`config.mk`:
```
export PLATFORM = sky130hd
export DESIGN_NAME = telemetry_frame_serializer_crc16_unit
export DESIGN_NICKNAME = d
export VERILOG_FILES = /design/src/hw/rtl/tfs_pkg.sv /design/src/hw/rtl/tfs_crc16.sv /design/src/hw/rtl/telemetry_frame_serializer_crc16_unit.sv
export VERILOG_INCLUDE_DIRS = /design/src /design/src/hw/rtl
export SDC_FILE = /design/constraint.sdc
export NUM_CORES = 1
export LEC_CHECK = 0
export ABC_AREA = 1
export BUFFER_PORTS_ARGS = -buffer_cell sky130_fd_sc_hd__buf_2
export CORE_ASPECT_RATIO = 1.4
export CORE_MARGIN = 1
export CORE_UTILIZATION = 60
export DETAILED_ROUTE_END_ITERATION = 8
export GPL_TIMING_DRIVEN = 0
export PLACE_DENSITY = 0.85
export SYNTH_ARGS = -nofsm -noshare
export SYNTH_HDL_FRONTEND = slang
export SYNTH_SLANG_ARGS = --single-unit
```
`constraint.sdc`:
```
create_clock -name clk -period 14.7 [get_ports clk]
set_input_delay 1.47 -clock clk [delete_from_list [all_inputs] [get_ports clk]]
set_output_delay 1.47 -clock clk [all_outputs]
set_load 0.05 [all_outputs]
```
`src/hw/rtl/assert_macros.svh`:
```
// assertion macros shared by the rtl
`ifndef ASSERT_MACROS_SVH
`define ASSERT_MACROS_SVH

// clocked check, disabled while in reset
`define ASSERT_CLK(label, prop, msg) \
  label: assert property (@(posedge clk) disable iff (!rst_n) prop) else $error(msg);

// clocked check that also holds during reset
`define ASSERT_ALWAYS(label, prop, msg) \
  label: assert property (@(posedge clk) prop) else $error(msg);

`endif

```
`src/hw/rtl/tfs_pkg.sv`:
```
// types, constants and crc step function for the telemetry frame serializer
package tfs_pkg;

  localparam int unsigned FRAME_BYTES = 30;
  localparam int unsigned CRC_SPAN    = 28;
  localparam int unsigned POS_W       = 5;
  localparam int unsigned BODY_W      = 8 * CRC_SPAN;

  localparam logic [15:0] CRC_INIT = 16'hFFFF;
  localparam logic [15:0] CRC_POLY = 16'h1021;
  localparam logic [15:0] CRC_TOP  = 16'h8000;

  localparam logic [POS_W-1:0] LAST_POS = POS_W'(FRAME_BYTES - 1);
  localparam logic [POS_W-1:0] CRC_LO_POS = POS_W'(CRC_SPAN);

  typedef struct packed {
    logic [31:0] timestamp;
    logic [7:0]  phase_code;
    logic        sensor_valid;
    logic        nav_valid;
    logic [31:0] altitude_bits;
    logic [31:0] velocity_bits;
    logic [31:0] temperature_bits;
    logic [31:0] pressure_bits;
    logic [31:0] battery_bits;
  } in_item_t;

  typedef struct packed {
    logic [7:0]       out_byte;
    logic [POS_W-1:0] byte_position;
    logic             last_byte;
  } out_item_t;

  typedef struct packed {
    logic init;
    logic en;
  } crc_ctl_t;

  function automatic logic [15:0] crc16_byte(input logic [15:0] crc, input logic [7:0] data);
    logic [15:0] c;
    c = crc ^ {data, 8'h00};
    for (int b = 0; b < 8; b++) begin
      if ((c & CRC_TOP) != 16'h0000) begin
        c = {c[14:0], 1'b0} ^ CRC_POLY;
      end else begin
        c = {c[14:0], 1'b0};
      end
    end
    return c;
  endfunction

endpackage

```
`src/hw/rtl/tfs_crc16.sv`:
```
// byte-wide crc-16/ccitt-false accumulator
module tfs_crc16 (
  input  logic              clk,
  input  tfs_pkg::crc_ctl_t ctl,
  input  logic [7:0]        data,
  output logic [15:0]       crc
);
  import tfs_pkg::*;

  logic [15:0] crc_r;
  logic [15:0] crc_nxt;

  always_comb begin
    priority if (ctl.init) begin
      crc_nxt = CRC_INIT;
    end else if (ctl.en) begin
      crc_nxt = crc16_byte(crc_r, data);
    end else begin
      crc_nxt = crc_r;
    end
  end

  always_ff @(posedge clk) begin
    crc_r <= crc_nxt;
  end

  assign crc = crc_r;

endmodule

```
`src/hw/rtl/telemetry_frame_serializer_crc16_unit.sv`:
```
// telemetry frame serializer top level: 30-byte frame per update with crc-16 trailer
//
// Each accepted update is emitted as a 30-byte little-endian frame, one byte per
// transaction on the out_ channel: sync word, packet counter, flight state,
// timestamp, five raw float patterns (zeroed by the valid flags) and a
// CRC-16/CCITT-FALSE over bytes 0 to 27, low byte first. The frame body is held
// in a byte-wide shift register and the CRC is updated one byte per cycle as the
// bytes leave, when the output is not stalled; the next update is accepted in the
// cycle the last byte moves into the output register. Output stalls hold the
// frame back. The packet counter advances on every accepted update and wraps at
// 256. sync_word must be written through cfg_we/cfg_data only while idle; the
// block itself does not enforce this.
module telemetry_frame_serializer_crc16_unit (
  input  logic              clk,
  input  logic              rst_n,
  input  logic              in_valid,
  output logic              in_ready,
  input  tfs_pkg::in_item_t in_data,
  output logic              out_valid,
  input  logic              out_ready,
  output tfs_pkg::out_item_t out_data,
  input  logic              cfg_we,
  input  logic [15:0]       cfg_data
);
  import tfs_pkg::*;

  `include "assert_macros.svh"

  logic [15:0]       sync_r;
  logic [7:0]        count_r;
  logic              busy_r;
  logic              busy_nxt;
  logic [POS_W-1:0]  pos_r;
  logic [BODY_W-1:0] body_r;
  logic [BODY_W-1:0] body_nxt;
  logic              out_valid_r;
  out_item_t         out_data_r;
  out_item_t         out_data_nxt;
  logic              advance;
  logic              accept;
  logic              last_issue;
  logic [7:0]        cur_byte;
  logic [15:0]       crc;
  crc_ctl_t          crc_ctl;
  logic [31:0]       alt;
  logic [31:0]       vel;
  logic [31:0]       tmp;
  logic [31:0]       prs;
  logic [31:0]       bat;

  assign advance    = busy_r && (!out_valid_r || out_ready);
  assign last_issue = advance && (pos_r == LAST_POS);
  assign in_ready   = !busy_r || last_issue;
  assign accept     = in_valid && in_ready;

  assign alt = in_data.sensor_valid ? in_data.altitude_bits : 32'h0;
  assign vel = in_data.nav_valid ? in_data.velocity_bits : 32'h0;
  assign tmp = in_data.sensor_valid ? in_data.temperature_bits : 32'h0;
  assign prs = in_data.sensor_valid ? in_data.pressure_bits : 32'h0;
  assign bat = in_data.sensor_valid ? in_data.battery_bits : 32'h0;

  always_comb begin
    priority if (pos_r < CRC_LO_POS) begin
      cur_byte = body_r[7:0];
    end else if (pos_r == CRC_LO_POS) begin
      cur_byte = crc[7:0];
    end else begin
      cur_byte = crc[15:8];
    end
  end

  always_comb begin
    priority if (accept) begin
      body_nxt = {bat, prs, tmp, vel, alt, in_data.timestamp, in_data.phase_code,
                  count_r, sync_r};
    end else if (advance) begin
      body_nxt = {8'h00, body_r[BODY_W-1:8]};
    end else begin
      body_nxt = body_r;
    end
  end

  always_comb begin
    priority if (accept) begin
      busy_nxt = 1'b1;
    end else if (last_issue) begin
      busy_nxt = 1'b0;
    end else begin
      busy_nxt = busy_r;
    end
  end

  assign out_data_nxt.out_byte      = cur_byte;
  assign out_data_nxt.byte_position = pos_r;
  assign out_data_nxt.last_byte     = (pos_r == LAST_POS);

  assign crc_ctl.init = accept;
  assign crc_ctl.en   = advance && (pos_r < CRC_LO_POS);

  tfs_crc16 u_crc (
    .clk  (clk),
    .ctl  (crc_ctl),
    .data (body_r[7:0]),
    .crc  (crc)
  );

  always_ff @(posedge clk) begin
    if (!rst_n) begin
      sync_r      <= 16'h0000;
      count_r     <= 8'h00;
      busy_r      <= 1'b0;
      pos_r       <= '0;
      out_valid_r <= 1'b0;
    end else begin
      if (cfg_we) begin
        sync_r <= cfg_data;
      end
      if (accept) begin
        count_r <= count_r + 8'd1;
      end
      busy_r <= busy_nxt;
      if (accept) begin
        pos_r <= '0;
      end else if (advance) begin
        pos_r <= pos_r + POS_W'(1);
      end
      if (advance) begin
        out_valid_r <= 1'b1;
      end else if (out_ready) begin
        out_valid_r <= 1'b0;
      end
    end
  end

  always_ff @(posedge clk) begin
    body_r <= body_nxt;
    if (advance) begin
      out_data_r <= out_data_nxt;
    end
  end

  assign out_valid = out_valid_r;
  assign out_data  = out_data_r;

  `ASSERT_CLK(a_last_pos, out_valid && out_data.last_byte |-> out_data.byte_position == LAST_POS, "last byte flag off the final position")
  `ASSERT_CLK(a_accept_start, accept |=> busy_r && pos_r == '0, "frame did not restart after accept")
  `ASSERT_CLK(a_accept_idle, accept |-> !busy_r || pos_r == LAST_POS, "update accepted mid-frame")
  `ASSERT_CLK(a_pos_range, busy_r |-> pos_r <= LAST_POS, "byte position past frame end")

endmodule
```
After elaboration in Yosys (flattened, before gate mapping)
Cells that the tools add are included.
- bits in registers: 285
- output and inout bits: 16
- equality and inequality tests: 2
- bitwise logic cells: 10
- reduce and logical (&&, ||, !) cells: 12
- magnitude comparators: 1
- mux-type cells: 35
- add/sub/neg operators: 2
- operators with widths (cell ; count):
    $mux W224 ; 2
    $mux W16 ; 14
    $mux W32 ; 5
    $mux W13 ; 8
    $not A3 Y3 ; 8
    $mux W8 ; 2
    $xor A16 B16 Y16 ; 1
    $eq A5 B5 Y1 const B ; 2
    $add A8 B1 Y8 const B ; 1
    $reduce_bool A2 Y1 ; 3
    $add A5 B1 Y5 const B ; 1
    $lt A5 B5 Y1 const B ; 1
    $logic_and A1 B1 Y1 ; 4
    $mux W1 ; 4
    $logic_not A1 Y1 ; 2
    $logic_or A1 B1 Y1 ; 2
    $reduce_or A2 Y1 ; 1
    $not A1 Y1 ; 1

Logic depth before layout (Yosys ltp)
Gate-level depths: netlist of the first run.
- depth in word-level cells: 33
- mapped depth: 10
- gate-level depth less buffers: 10

Hierarchy
From an unflattened synthesis of the first run, not the netlist that was laid out.
- cells, all modules: 1356
- area, all modules: 12675.9 um^2
- modules (own cells, without submodules) (module ; cells each ; area each (um^2) ; times used):
    telemetry_frame_serializer_crc16_unit ; 1182 ; 11664.9 ; 1
    tfs_crc16 ; 174 ; 1011.0 ; 1

Worst setup path before layout of the first run
No wires, ideal clock.
- path kind: in2reg
- start: in out_ready
- end: reg body_r[0] (enable)
- setup slack: 7.096 ns
- cell stages on the path: 4
- arrival time: 7.010 ns
- required time: 14.106 ns
- cells stage by stage: inv_1 > a21oi_2 > inv_1 > nand2_1
- cells in the longest elaborated chain, start to end: 6
- RTL lines (what ; line ; text):
    from (decl) ; telemetry_frame_serializer_crc16_unit.sv:20 ; input logic out_ready,
    $logic_or A1 B1 Y1 * ; telemetry_frame_serializer_crc16_unit.sv:51 ; assign advance = busy_r && (!out_valid_r || out_ready);
    $logic_and A1 B1 Y1 * ; telemetry_frame_serializer_crc16_unit.sv:51 ;
    named net advance ; telemetry_frame_serializer_crc16_unit.sv:39 ; logic advance;
    $logic_and A1 B1 Y1 ; telemetry_frame_serializer_crc16_unit.sv:52 ; assign last_issue = advance && (pos_r == LAST_POS);
    $logic_or A1 B1 Y1 ; telemetry_frame_serializer_crc16_unit.sv:53 ; assign in_ready = !busy_r || last_issue;
    $logic_and A1 B1 Y1 ; telemetry_frame_serializer_crc16_unit.sv:54 ; assign accept = in_valid && in_ready;
    $reduce_bool A2 Y1 (no source line) * ; -- ;
    to (signal assigned) ; telemetry_frame_serializer_crc16_unit.sv:136 ; body_r <= body_nxt;
    to (decl) ; telemetry_frame_serializer_crc16_unit.sv:34 ; logic [BODY_W-1:0] body_r;
The timed path passes the listed nets; every way through them passes the cells marked *.
A chain may end at the register's enable or synchronous reset.

Worst setup path in the final report of the first run
- start: in out_ready
- end: out in_ready
- cells in the longest elaborated chain, start to end: 4
- RTL lines (what ; line ; text):
    $logic_or A1 B1 Y1 ; telemetry_frame_serializer_crc16_unit.sv:51 ;
    $logic_and A1 B1 Y1 ; telemetry_frame_serializer_crc16_unit.sv:51 ;
    $logic_and A1 B1 Y1 ; telemetry_frame_serializer_crc16_unit.sv:52 ;
    $logic_or A1 B1 Y1 ; telemetry_frame_serializer_crc16_unit.sv:53 ;
    to (decl) ; telemetry_frame_serializer_crc16_unit.sv:17 ; output logic in_ready,
Every way passes these cells.

==> impl_metrics.yaml, run 1 <==
grt:
  grtUsageTotal_pct: 27.6
  grt_pass1_vias: 10023
  grt_pass1_wl_um: 48300
  antenna_found_initial: 0
  grt_overflow: 0
  grt_max_degree: 71
sta:
  tns_ns: 0
  drv_slew: 0
  clock.fmax_mhz: 251
  timing.final.crit_share_pct: 27.1
  rsz0062_at_grt: "false"
  slew_headroom_pct: 32.0
  finalSetupViolCount: 0
  hold_viol_final: 0
  worst_slew_pin_slew_ns: 1.02
  fin_hold_ws_ns: 0.428
  fin_ws_ns: 10.72
  min_period_ns: 3.98
  skew_ns: 0.0183
place:
  routabilityCongestion: 0.907
  pre_cts_slack_ns: 10.46
  io_buffers: 236
  dp_hpwl_um: 22100
layout:
  nFillCells: 1513
  drive_gt1_share_pct: 27.1
  syn_to_final_growth_pct: 18.3
  multi_input_area_um2: 4350
  seq_area_um2: 8090
  fin_nets: 1807
  antennaDiodeCount: 0
synthesis:
  async_flop_share_pct: 0
  netlist_area_um2: 13100
  synth_top_area_cell: "edfxtp_1"
  ys.flop_type: "edfxtp_1"
  yosysMostFrequentCell: "nand2_1"
  ys_seq_area_share_pct: 61.8
  synth-edff-count: 238
  synth_cell_type_count: 29
  avgSynthCellArea_um2: 9.98
  synth_top_area_share_pct: 54.6
  yosys_register_bits: 285
  netlist_top_cells_area: "edfxtp_1 (55%), nand2_1 (15%), dfxtp_1 (7.2%)"
  synth_common_cells: "nand2_1 (515), edfxtp_1 (238), o21ai_2 (94)"
  synthCells: 1312
  synth_nets: 1539
  synth_warnings: 0
worst_hold_path:
  min_from: "pos_r[4]$_SDFFE_PP0P_"
  hold_path_class: "register to register"
  whs_path_depth: 0
  min_to: "out_data[5]$_DFFE_PP_"
worst_setup_path:
  reg2reg_depth: 6
  r2r_slack_ns: 11.73
  endpoint_kind: "output pin"
  crit_family: "buffers and inverters"
  cp_cell_sequence: "buf_2 -> inv_1 -> nand2_1 -> nand3_2 -> nand2_2 -> buf_2 -> buf_2"
  r2r-end: "body_r[155]$_DFFE_PP_"
  slowest_stage: "buf_2"
  slowest_delay_ns: 0.31
  worstPathRequired_ns: 13.23
  cp-start-kind: "primary input"
  path_max_fanout: 10
  crit_top_cell: "buf_2"
  cp_data_arrival_time_ns: 2.51
  worstReg2RegStart: "busy_r$_SDFFE_PN0P_"
  critPathBufInv: 4
  critical_path_class: "primary input to output pin"
  critical_path_cell_count: 7
job:
  maxCapViolations: 0
clock_tree:
  cts_max_level: 1
  cts_made_buffers: 27
  clk-insertion-delay-late_ns: 0.53
  max-clock-path-buffers: 3
  post-cts-setup-buffers: 0
  cts_root_buf: "clkbuf_16"
  cts_tree: "built"
  clkTransAtPathRegs_ns: 0.06
  holdBufCountCts: 0
  cts_sinks: 285
  cts_resized: 0
floorplanning:
  die_h_um: 177
  core_area_um2: 21300
  rows: 63
  dieWidth_um: 127
  start_util_pct: 61.5
  ioPinCount: 239
  die_area_um2: 22400
power:
  power_mw: 2.02
  ir_worst_vdd_mv: 0.0926
  p_per_area_nw_per_um2: 130
  cellLeakagePower_nw: 6.67
routing:
  drtIter0Drc: 741
  totalWireLength_um: 30600
  drc: 0
  ant_nets: 0
  dr.pass1.iters: 5
  vias: 10162
  wl_per_cell_um: 16.4
  vias_per_cell: 5.46
run_status:
  status: "completed"
## worst reg2reg max path, cell delays in order, from the launching register on
cell,delay (ns)
dfxtp_1,0.35
inv_1,0.07
a21oi_2,0.74
inv_1,0.27
nand2_4,0.49
buf_16,0.36
buf_16,0.34
## registers in the layout, summed over array words and instances (netlist names)
signal and flops:
body_r 224, busy_r 1, count_r 8, out_data 14, out_valid 1, pos_r 5
sync_r 16, u_crc.crc 16
## layout make-up
type	count	area share [%]
sequential	285	52.2
multi-input combinational	904	28.1
timing repair buffer	239	8.16
clock buffer	40	4.87
buffer	83	3.30
tap	260	2.10
inverter	40	0.970
clock inverter	9	0.283
## report_power, final
group / internal, mW / total, mW / leakage [nW] / switching [mW]
Clock: 0.354 / 0.642 / 0.399 / 0.288
Combinational: 0.118 / 0.325 / 3.48 / 0.207
Sequential: 1.01 / 1.05 / 2.79 / 0.0408
## cell usage in the layout, fill, tap and decap left out, types with 27 or more instances in the layout
cell type  netlist  routed
buf_2           27     263
clkbuf_1        31      41
clkbuf_16        0      27
dfxtp_1         47      47
edfxtp_1       238     238
inv_1           38      38
nand2_1        515     514
nand3_1         87      87
nor2_1          49      49
o21ai_0         35      35
o21ai_1         64      64
o21ai_2         94      94
## per-layer routing
layer / routed length (µm) / track usage, % / share of wire, %
met1: 10900 / 30.4 / 36
met4: 935 / 10.4 / 3.1
met3: 2000 / 4.50 / 6.5
met5: 0 / 0 / 0
met2: 16700 / 52.8 / 55
## logic make-up after synthesis
group | Yosys count | synth area share, %
compound gates | 223 | 11.6
xor+xnor | 18 | 1.20
fa+ha+maj | 4 | 0.382
buf+inv | 123 | 5.05
flops | 285 | 61.8
simple gates | 659 | 20.0
## worst max path at each step
stage	from	endpoint	slack, ns
4_1_cts	out_ready	in_ready	10.72
6_report	out_ready	in_ready	10.72
3_3_place_gp	out_ready	body_r[162]$_DFFE_PP_	4.84
2_1_floorplan	out_ready	body_r[0]$_DFFE_PP_	7.10
5_1_grt	out_ready	in_ready	10.66
3_5_place_dp	out_ready	body_r[165]$_DFFE_PP_	10.46
## stage by stage
stage / cell area (µm²) / util [%] / instances
final: 15500 / 72.8 / 1860
after global routing: 15500 / 72.8 / 1860
after CTS: 15500 / 72.8 / 1860
after detailed placement: 14700 / 69.0 / 1811
after global placement: 14600 / 68.6 / 1808
after floorplan: 13100 / - / 1312
(Power assumes the default switching activity.)
==> inputs of run 2 (changes only) <==
--- a/config.mk
+++ b/config.mk
@@ -10,10 +10,10 @@
 export BUFFER_PORTS_ARGS = -buffer_cell sky130_fd_sc_hd__buf_2
 export CORE_ASPECT_RATIO = 1.4
 export CORE_MARGIN = 1
-export CORE_UTILIZATION = 60
+export CORE_UTILIZATION = 51
 export DETAILED_ROUTE_END_ITERATION = 8
 export GPL_TIMING_DRIVEN = 0
-export PLACE_DENSITY = 0.85
+export PLACE_DENSITY = 0.77
 export SYNTH_ARGS = -nofsm -noshare
 export SYNTH_HDL_FRONTEND = slang
 export SYNTH_SLANG_ARGS = --single-unit
==> constraint.sdc (replaced) <==
create_clock -name clk -period 3.25 [get_ports clk]
set_input_delay 0.325 -clock clk [delete_from_list [all_inputs] [get_ports clk]]
set_output_delay 0.325 -clock clk [all_outputs]
set_load 0.05 [all_outputs]
==> run 2 against run 1 <==
Sequential cell count unchanged. Clock power increased to 5.1 times the previous value. Register-to-register slack got worse by 11 ns. Global-route usage decreased by 4.5 points. Sequential share of layout area decreased by 0.59 points. Largest cell class unchanged. Largest power group unchanged. Highest routed layer is now met5.
==> impl_metrics.yaml, run 2 (synthesis results as in run 1) <==
sta:
  skew_ns: 0.00876
  finalSetupViolCount: 0
  timing.final.crit_share_pct: 91.2
  slew_headroom_pct: 41.5
  worst_slew_pin_slew_ns: 0.878
  tns_ns: 0
  rsz0062_at_grt: "false"
  hold_viol_final: 0
  drv_slew: 0
  min_period_ns: 2.96
  fin_ws_ns: 0.287
  clock.fmax_mhz: 338
power:
  cellLeakagePower_nw: 6.71
  ir_worst_vdd_mv: 0.507
  p_per_area_nw_per_um2: 604
  power_mw: 9.45
  p_sw_mw: 2.47
  power_frac_comb_pct: 15.2
  seq_power_share_pct: 50.3
  p_clk_share_pct: 34.5
  internal_power_mw: 6.98
  swShare_pct: 26.2
worst_setup_path:
  path_max_fanout: 115
  critical_path_class: "register to register"
  cp-start-kind: "register"
  cp_data_arrival_time_ns: 3.13
  worstPathRequired_ns: 3.42
  endpoint_kind: "register"
place:
  routabilityCongestion: 0.888
  io_buffers: 236
  pre_cts_slack_ns: -0.0633
  dp_hpwl_um: 22000
routing:
  drtIter0Drc: 660
  vias_per_cell: 5.17
  wl_per_cell_um: 15.8
  vias: 9936
  ant_nets: 0
  totalWireLength_um: 30300
  drc: 0
  dr.pass1.iters: 7
clock_tree:
  max-clock-path-buffers: 3
  clk-insertion-delay-late_ns: 0.54
  cts_made_buffers: 28
  cts_max_level: 1
  cts_sinks: 285
  post-cts-setup-buffers: 0
  cts_root_buf: "clkbuf_16"
  clkTransAtPathRegs_ns: 0.07
  cts_tree: "built"
grt:
  grtUsageTotal_pct: 23.1
  grt_max_degree: 116
  grt_pass1_wl_um: 46700
  grt_overflow: 0
  antenna_found_initial: 2
  grt_pass1_vias: 9645
layout:
  final_cell_mix: "nand2_1 (514), buf_2 (263), edfxtp_1 (238), o21ai_2 (94), nand3_1 (87)"
  largest_reg_flops: 224
  drive_gt1_share_pct: 27.2
  syn_to_final_growth_pct: 19.7
  layout_commonest_cell: "nand2_1"
  fin_nets: 1808
  top_register: "body_r"
floorplanning:
  ioPinCount: 239
  dieWidth_um: 137
  die_area_um2: 26300
  rows: 69
  core_area_um2: 25300
  die_h_um: 192
  start_util_pct: 51.7
run_status:
  status: "completed"
worst_hold_path:
  hold_path_class: "primary input to register"
job:
  maxCapViolations: 0
-- run 2: cell count changes in the layout (fill, tap and decap cells not counted), moves of 2 or more --
cell           delta
clkbuf_1          -7
buf_16            -2
clkbuf_16         +2
dlygate4sd3_1     +2
clkinv_2          -2
clkinv_1          +3
clkbuf_8          +2
bufinv_16         +2
-- run 2: path summary, 6_finish.rpt --
kind,start,slack (ns),end,cells past startpoint
worst max-delay path,pos_r[2]$_SDFFE_PP0P_,0.29,body_r[172]$_DFFE_PP_,9
worst min-delay path,cfg_data[4],0.01,sync_r[4]$_SDFFE_PN0P_,3
worst max register to register,pos_r[2]$_SDFFE_PP0P_,0.29,body_r[172]$_DFFE_PP_,9
worst min register to register,pos_r[4]$_SDFFE_PP0P_,0.46,out_data[5]$_DFFE_PP_,0
-- run 2: power groups by stage --
| stage | Sequential, mW | Combinational, mW | Clock [mW] |
|---|---|---|---|
| after floorplan | 4.81 | 0.962 | 0 |
| after global placement | 4.82 | 1.39 | 0 |
| after detailed placement | 4.82 | 1.44 | 0 |
| after CTS | 4.76 | 1.45 | 3.29 |
| after global routing | 4.80 | 1.62 | 3.44 |
| final | 4.75 | 1.44 | 3.26 |
-- run 2: what timing repair did --
item | CTS | global route
endpoints found under the hold margin | 2 | 0
hold buffers | 2 | 0
gates resized for setup | 0 | 1
endpoints found under the setup margin | 0 | 115
-- run 2: routing by layer --
metal	track usage [%]	up-vias	routed length, µm
met4	7.90	4	831
met5	0	-	27
li1	-	4965	-
met3	3.77	70	1650
met2	43.9	314	16500
met1	25.3	4583	11300
-- run 2: layout make-up --
| type | count | area, µm² |
|---|---|---|
| clock inverters | 13 | 113 |
| repair buffers | 239 | 1230 |
| clock buffers | 37 | 806 |
| inverters | 40 | 150 |
| diodes | 1 | 2.50 |
| fillers | 2105 | 9630 |
| well taps | 319 | 399 |
| multi-input cells | 904 | 4360 |
| flip-flops and latches | 285 | 8090 |
| plain buffers | 83 | 510 |
-- run 2: per-stage QoR --
stage / hold slack (ns) / cells / cell area, µm² / utilization (%)
final: 0.0127 / 1921 / 15700 / 61.9
after global routing: 0.0139 / 1920 / 15700 / 61.9
after CTS: 0.000117 / 1920 / 15700 / 61.9
after detailed placement: 0.445 / 1868 / 14700 / 58.2
after global placement: 0.413 / 1867 / 14700 / 58.1
after floorplan: 0.408 / 1312 / 13100 / -
-- run 2: critical path: stages (launching register included) --
cell and delay [ns]:
dfxtp_1 0.40, nand2_1 0.13, nor2_4 0.14, nand3_2 0.08, nand2_2 0.13, nand2_4 0.11, buf_6 0.17, buf_2 0.22
nand2_8 0.61, buf_16 0.47
==> inputs of run 3 (changes only) <==
--- a/config.mk
+++ b/config.mk
@@ -6,14 +6,12 @@
 export SDC_FILE = /design/constraint.sdc
 export NUM_CORES = 1
 export LEC_CHECK = 0
-export ABC_AREA = 1
 export BUFFER_PORTS_ARGS = -buffer_cell sky130_fd_sc_hd__buf_2
-export CORE_ASPECT_RATIO = 1.4
 export CORE_MARGIN = 1
-export CORE_UTILIZATION = 51
+export CORE_UTILIZATION = 50
 export DETAILED_ROUTE_END_ITERATION = 8
 export GPL_TIMING_DRIVEN = 0
-export PLACE_DENSITY = 0.77
+export PLACE_DENSITY = 0.76
 export SYNTH_ARGS = -nofsm -noshare
 export SYNTH_HDL_FRONTEND = slang
 export SYNTH_SLANG_ARGS = --single-unit
==> run 3 against run 2 <==
Count of clock-buffer cells in the layout up 3. Utilization down 0.47 points. Wire length down 9.5%. Critical path type unchanged. Final area down 4.6%. Clock skew up 0.0010 ns. Fmax up 2.1%. Total power down 2.0%. Sequential cell count unchanged. Critical endpoint is now body_r[137]$_DFFE_PP_. Via count down 6.5%.
==> impl_metrics.yaml, run 3 <==
run_status:
  status: "completed"
sta:
  timing.final.crit_share_pct: 89.3
  min_period_ns: 2.90
  clock.fmax_mhz: 345
  slew_headroom_pct: 48.3
  hold_viol_final: 0
  rsz0062_at_grt: "false"
  finalSetupViolCount: 0
  skew_ns: 0.00976
  drv_slew: 0
  worst_slew_pin_slew_ns: 0.774
floorplanning:
  start_util_pct: 50.9
  core_area_um2: 24300
  die_h_um: 159
  die_area_um2: 25400
  rows: 57
  dieWidth_um: 159
  ioPinCount: 239
worst_setup_path:
  reg2reg_depth: 8
  path_max_fanout: 110
  r2r_slack_ns: 0.35
  critical_path_class: "register to register"
  worstReg2RegStart: "pos_r[1]$_SDFFE_PP0P_"
  worstPathRequired_ns: 3.45
  endpoint_kind: "register"
  cp_cell_sequence: "inv_1 -> ha_1 -> and2_1 -> a31oi_4 -> buf_4 -> buf_2 -> nand2_8 -> buf_16"
  cp_data_arrival_time_ns: 3.10
  slowest_stage: "dfxtp_1"
  cp-start-kind: "register"
  slowest_delay_ns: 0.40
  r2r-end: "body_r[137]$_DFFE_PP_"
synthesis:
  ys_seq_area_share_pct: 65.4
  synth-edff-count: 238
  synth_top_area_cell: "edfxtp_1"
  synth_cell_type_count: 38
  synth_xor_area_share_pct: 2.05
  synthSimpleGateAreaFrac_pct: 24.3
  synth_common_cells: "nand2_1 (521), edfxtp_1 (238), nand3_1 (159)"
  ys.flop_type: "edfxtp_1"
  synth_nets: 1432
  async_flop_share_pct: 0
  avgSynthCellArea_um2: 10.3
  synth_top_family_by_area: "simple AND/OR/NAND/NOR gates"
  synthCells: 1205
  netlist_top_cells_area: "edfxtp_1 (58%), nand2_1 (16%), dfxtp_1 (7.6%)"
  synth_top_area_share_pct: 57.8
  netlist_area_um2: 12400
  synth_warnings: 0
  synth_fa_ha_area_share_pct: 0.405
  yosysMostFrequentCell: "nand2_1"
  synth_compound_area_share_pct: 2.26
  muxShareOfSynthArea_pct: 2.10
  yosys_register_bits: 285
place:
  dp_hpwl_um: 19300
  io_buffers: 236
  routabilityCongestion: 0.849
  placed_area_um2: 14000
power:
  p_sw_mw: 2.31
  swShare_pct: 25.0
  ir_worst_vdd_mv: 0.431
  p_clk_share_pct: 35.0
  cellLeakagePower_nw: 6.83
  power_frac_comb_pct: 14.1
  seq_power_share_pct: 50.9
  p_per_area_nw_per_um2: 620
  internal_power_mw: 6.95
layout:
  fin_nets: 1701
  post-route-cell-area_um2: 14900
  top_register: "body_r"
  syn_to_final_growth_pct: 20.8
  layout_commonest_cell: "nand2_1"
  nFillCells: 1994
  final_cell_mix: "nand2_1 (520), buf_2 (267), edfxtp_1 (238), nand3_1 (159), dfxtp_1 (47)"
  largest_reg_flops: 224
  drive_gt1_share_pct: 22.1
  final_util_pct: 61.4
grt:
  grtUsageTotal_pct: 21.4
  grt_max_degree: 116
  antenna_found_initial: 1
  grt_pass1_vias: 8809
  grt_overflow: 0
  grt_pass1_wl_um: 43200
worst_hold_path:
  min_from: "cfg_data[0]"
  min_to: "sync_r[0]$_SDFFE_PN0P_"
  whs_path_depth: 3
  hold_path_class: "primary input to register"
clock_tree:
  cts_made_buffers: 29
  cts_tree: "built"
  clk-insertion-delay-late_ns: 0.53
  max-clock-path-buffers: 3
  cts_max_level: 1
  clkTransAtPathRegs_ns: 0.06
  post-cts-setup-buffers: 0
  cts_sinks: 285
  cts_root_buf: "clkbuf_16"
  cts_resized: 0
routing:
  dr.pass1.iters: 6
  vias: 9291
  drc: 0
  totalWireLength_um: 27400
  ant_nets: 0
  vias_per_cell: 5.10
  wl_per_cell_um: 15.1
  drtIter0Drc: 771
job:
  maxCapViolations: 0
==> run 3: cell types whose count changed after synthesis, sizes merged, moves of 3 or more <==
| cell | previous run | this run |
|---|---|---|
| o21ai | 193 | 17 |
| nand3 | 89 | 159 |
| inv | 39 | 6 |
| nor2 | 50 | 21 |
| mux2i | 0 | 26 |
| xnor2 | 8 | 18 |
| and3 | 0 | 9 |
| a22oi | 8 | 0 |
| and2 | 0 | 4 |
| or3 | 0 | 4 |
| clkbuf | 31 | 28 |
==> run 3: power groups by stage <==
stage / Sequential [mW] / Clock [mW] / Combinational [mW]
after floorplan: 4.79 / 0 / 0.859
after global placement: 4.79 / 0 / 1.25
after detailed placement: 4.79 / 0 / 1.30
after CTS: 4.72 / 3.30 / 1.31
after global routing: 4.76 / 3.43 / 1.45
final: 4.71 / 3.24 / 1.30
==> run 3: metal layers <==
layer	vias to the layer above	part of all wire [%]	global-route usage [%]	wire (µm)
li1	4621	-	-	-
met1	4318	44	29.2	12000
met2	310	48	36.0	13300
met3	42	5.3	2.79	1470
met4	0	2.3	5.86	629
met5	-	0	0	0
==> run 3: stage by stage <==
step	hold slack [ns]	TNS (ns)	setup WS [ns]	total power [mW]	instances
after detailed placement	0.473	0	0.117	6.08	1766
after floorplan	0.452	0	0.0178	5.65	1205
after CTS	0.0102	0	0.0819	9.32	1819
final	0.0314	0	0.348	9.26	1821
after global routing	0.0248	0	0.196	9.64	1821
after global placement	0.459	-177.73	-0.811	6.04	1765
==> run 3: layout make-up <==
type	instances	area [µm²]	share of cell area, %
Clock inverter	13	110	0.737
Inverter	7	26.3	0.176
Clock buffer	40	818	5.48
Buffer	80	404	2.70
Timing Repair Buffer	237	1210	8.09
Multi-Input combinational cell	834	3880	26.0
Antenna cell	1	2.50	0.0167
Tap cell	324	405	2.71
Sequential cell	285	8090	54.1
==> run 3: kinds of logic (layout without fill, tap and decap cells) <==
| family | after synthesis | count (layout) |
|---|---|---|
| flip-flops | 285 | 285 |
| AO/OA/AOI/OAI | 46 | 46 |
| buffers and inverters | 87 | 377 |
| XOR/XNOR | 29 | 29 |
| adder cells (fa/ha/maj) | 4 | 4 |
| AND/OR/NAND/NOR | 728 | 729 |
| multiplexers | 26 | 26 |
| other | 0 | 1 |
==> run 3: timing repair <==
item,4_1_cts,5_1_grt
hold endpoints to repair,0,0
hold buffers,0,0
setup endpoints to repair,0,110
==> run 3: how the worst max path moves through the flow <==
stage	startpoint	to	slack (ns)	cells after the start
4_1_cts	pos_r[1]$_SDFFE_PP0P_	body_r[137]$_DFFE_PP_	0.08	8
5_1_grt	pos_r[1]$_SDFFE_PP0P_	body_r[137]$_DFFE_PP_	0.20	8
6_report	pos_r[1]$_SDFFE_PP0P_	body_r[137]$_DFFE_PP_	0.35	8
2_1_floorplan	out_valid$_SDFFE_PN0P_	body_r[0]$_DFFE_PP_	0.02	6
3_5_place_dp	pos_r[1]$_SDFFE_PP0P_	body_r[137]$_DFFE_PP_	0.12	8
3_3_place_gp	pos_r[1]$_SDFFE_PP0P_	body_r[124]$_DFFE_PP_	-0.81	7
==> run 3: critical path, delay by kind of cell, from the launching register on <==
kind                       cells  cell delay, ns
adders and majority gates      1            0.20
buffers and inverters          4            1.06
and+or+nand+nor                2            0.55
AOI/OAI and AO/OA              1            0.28
DFF                            1            0.40
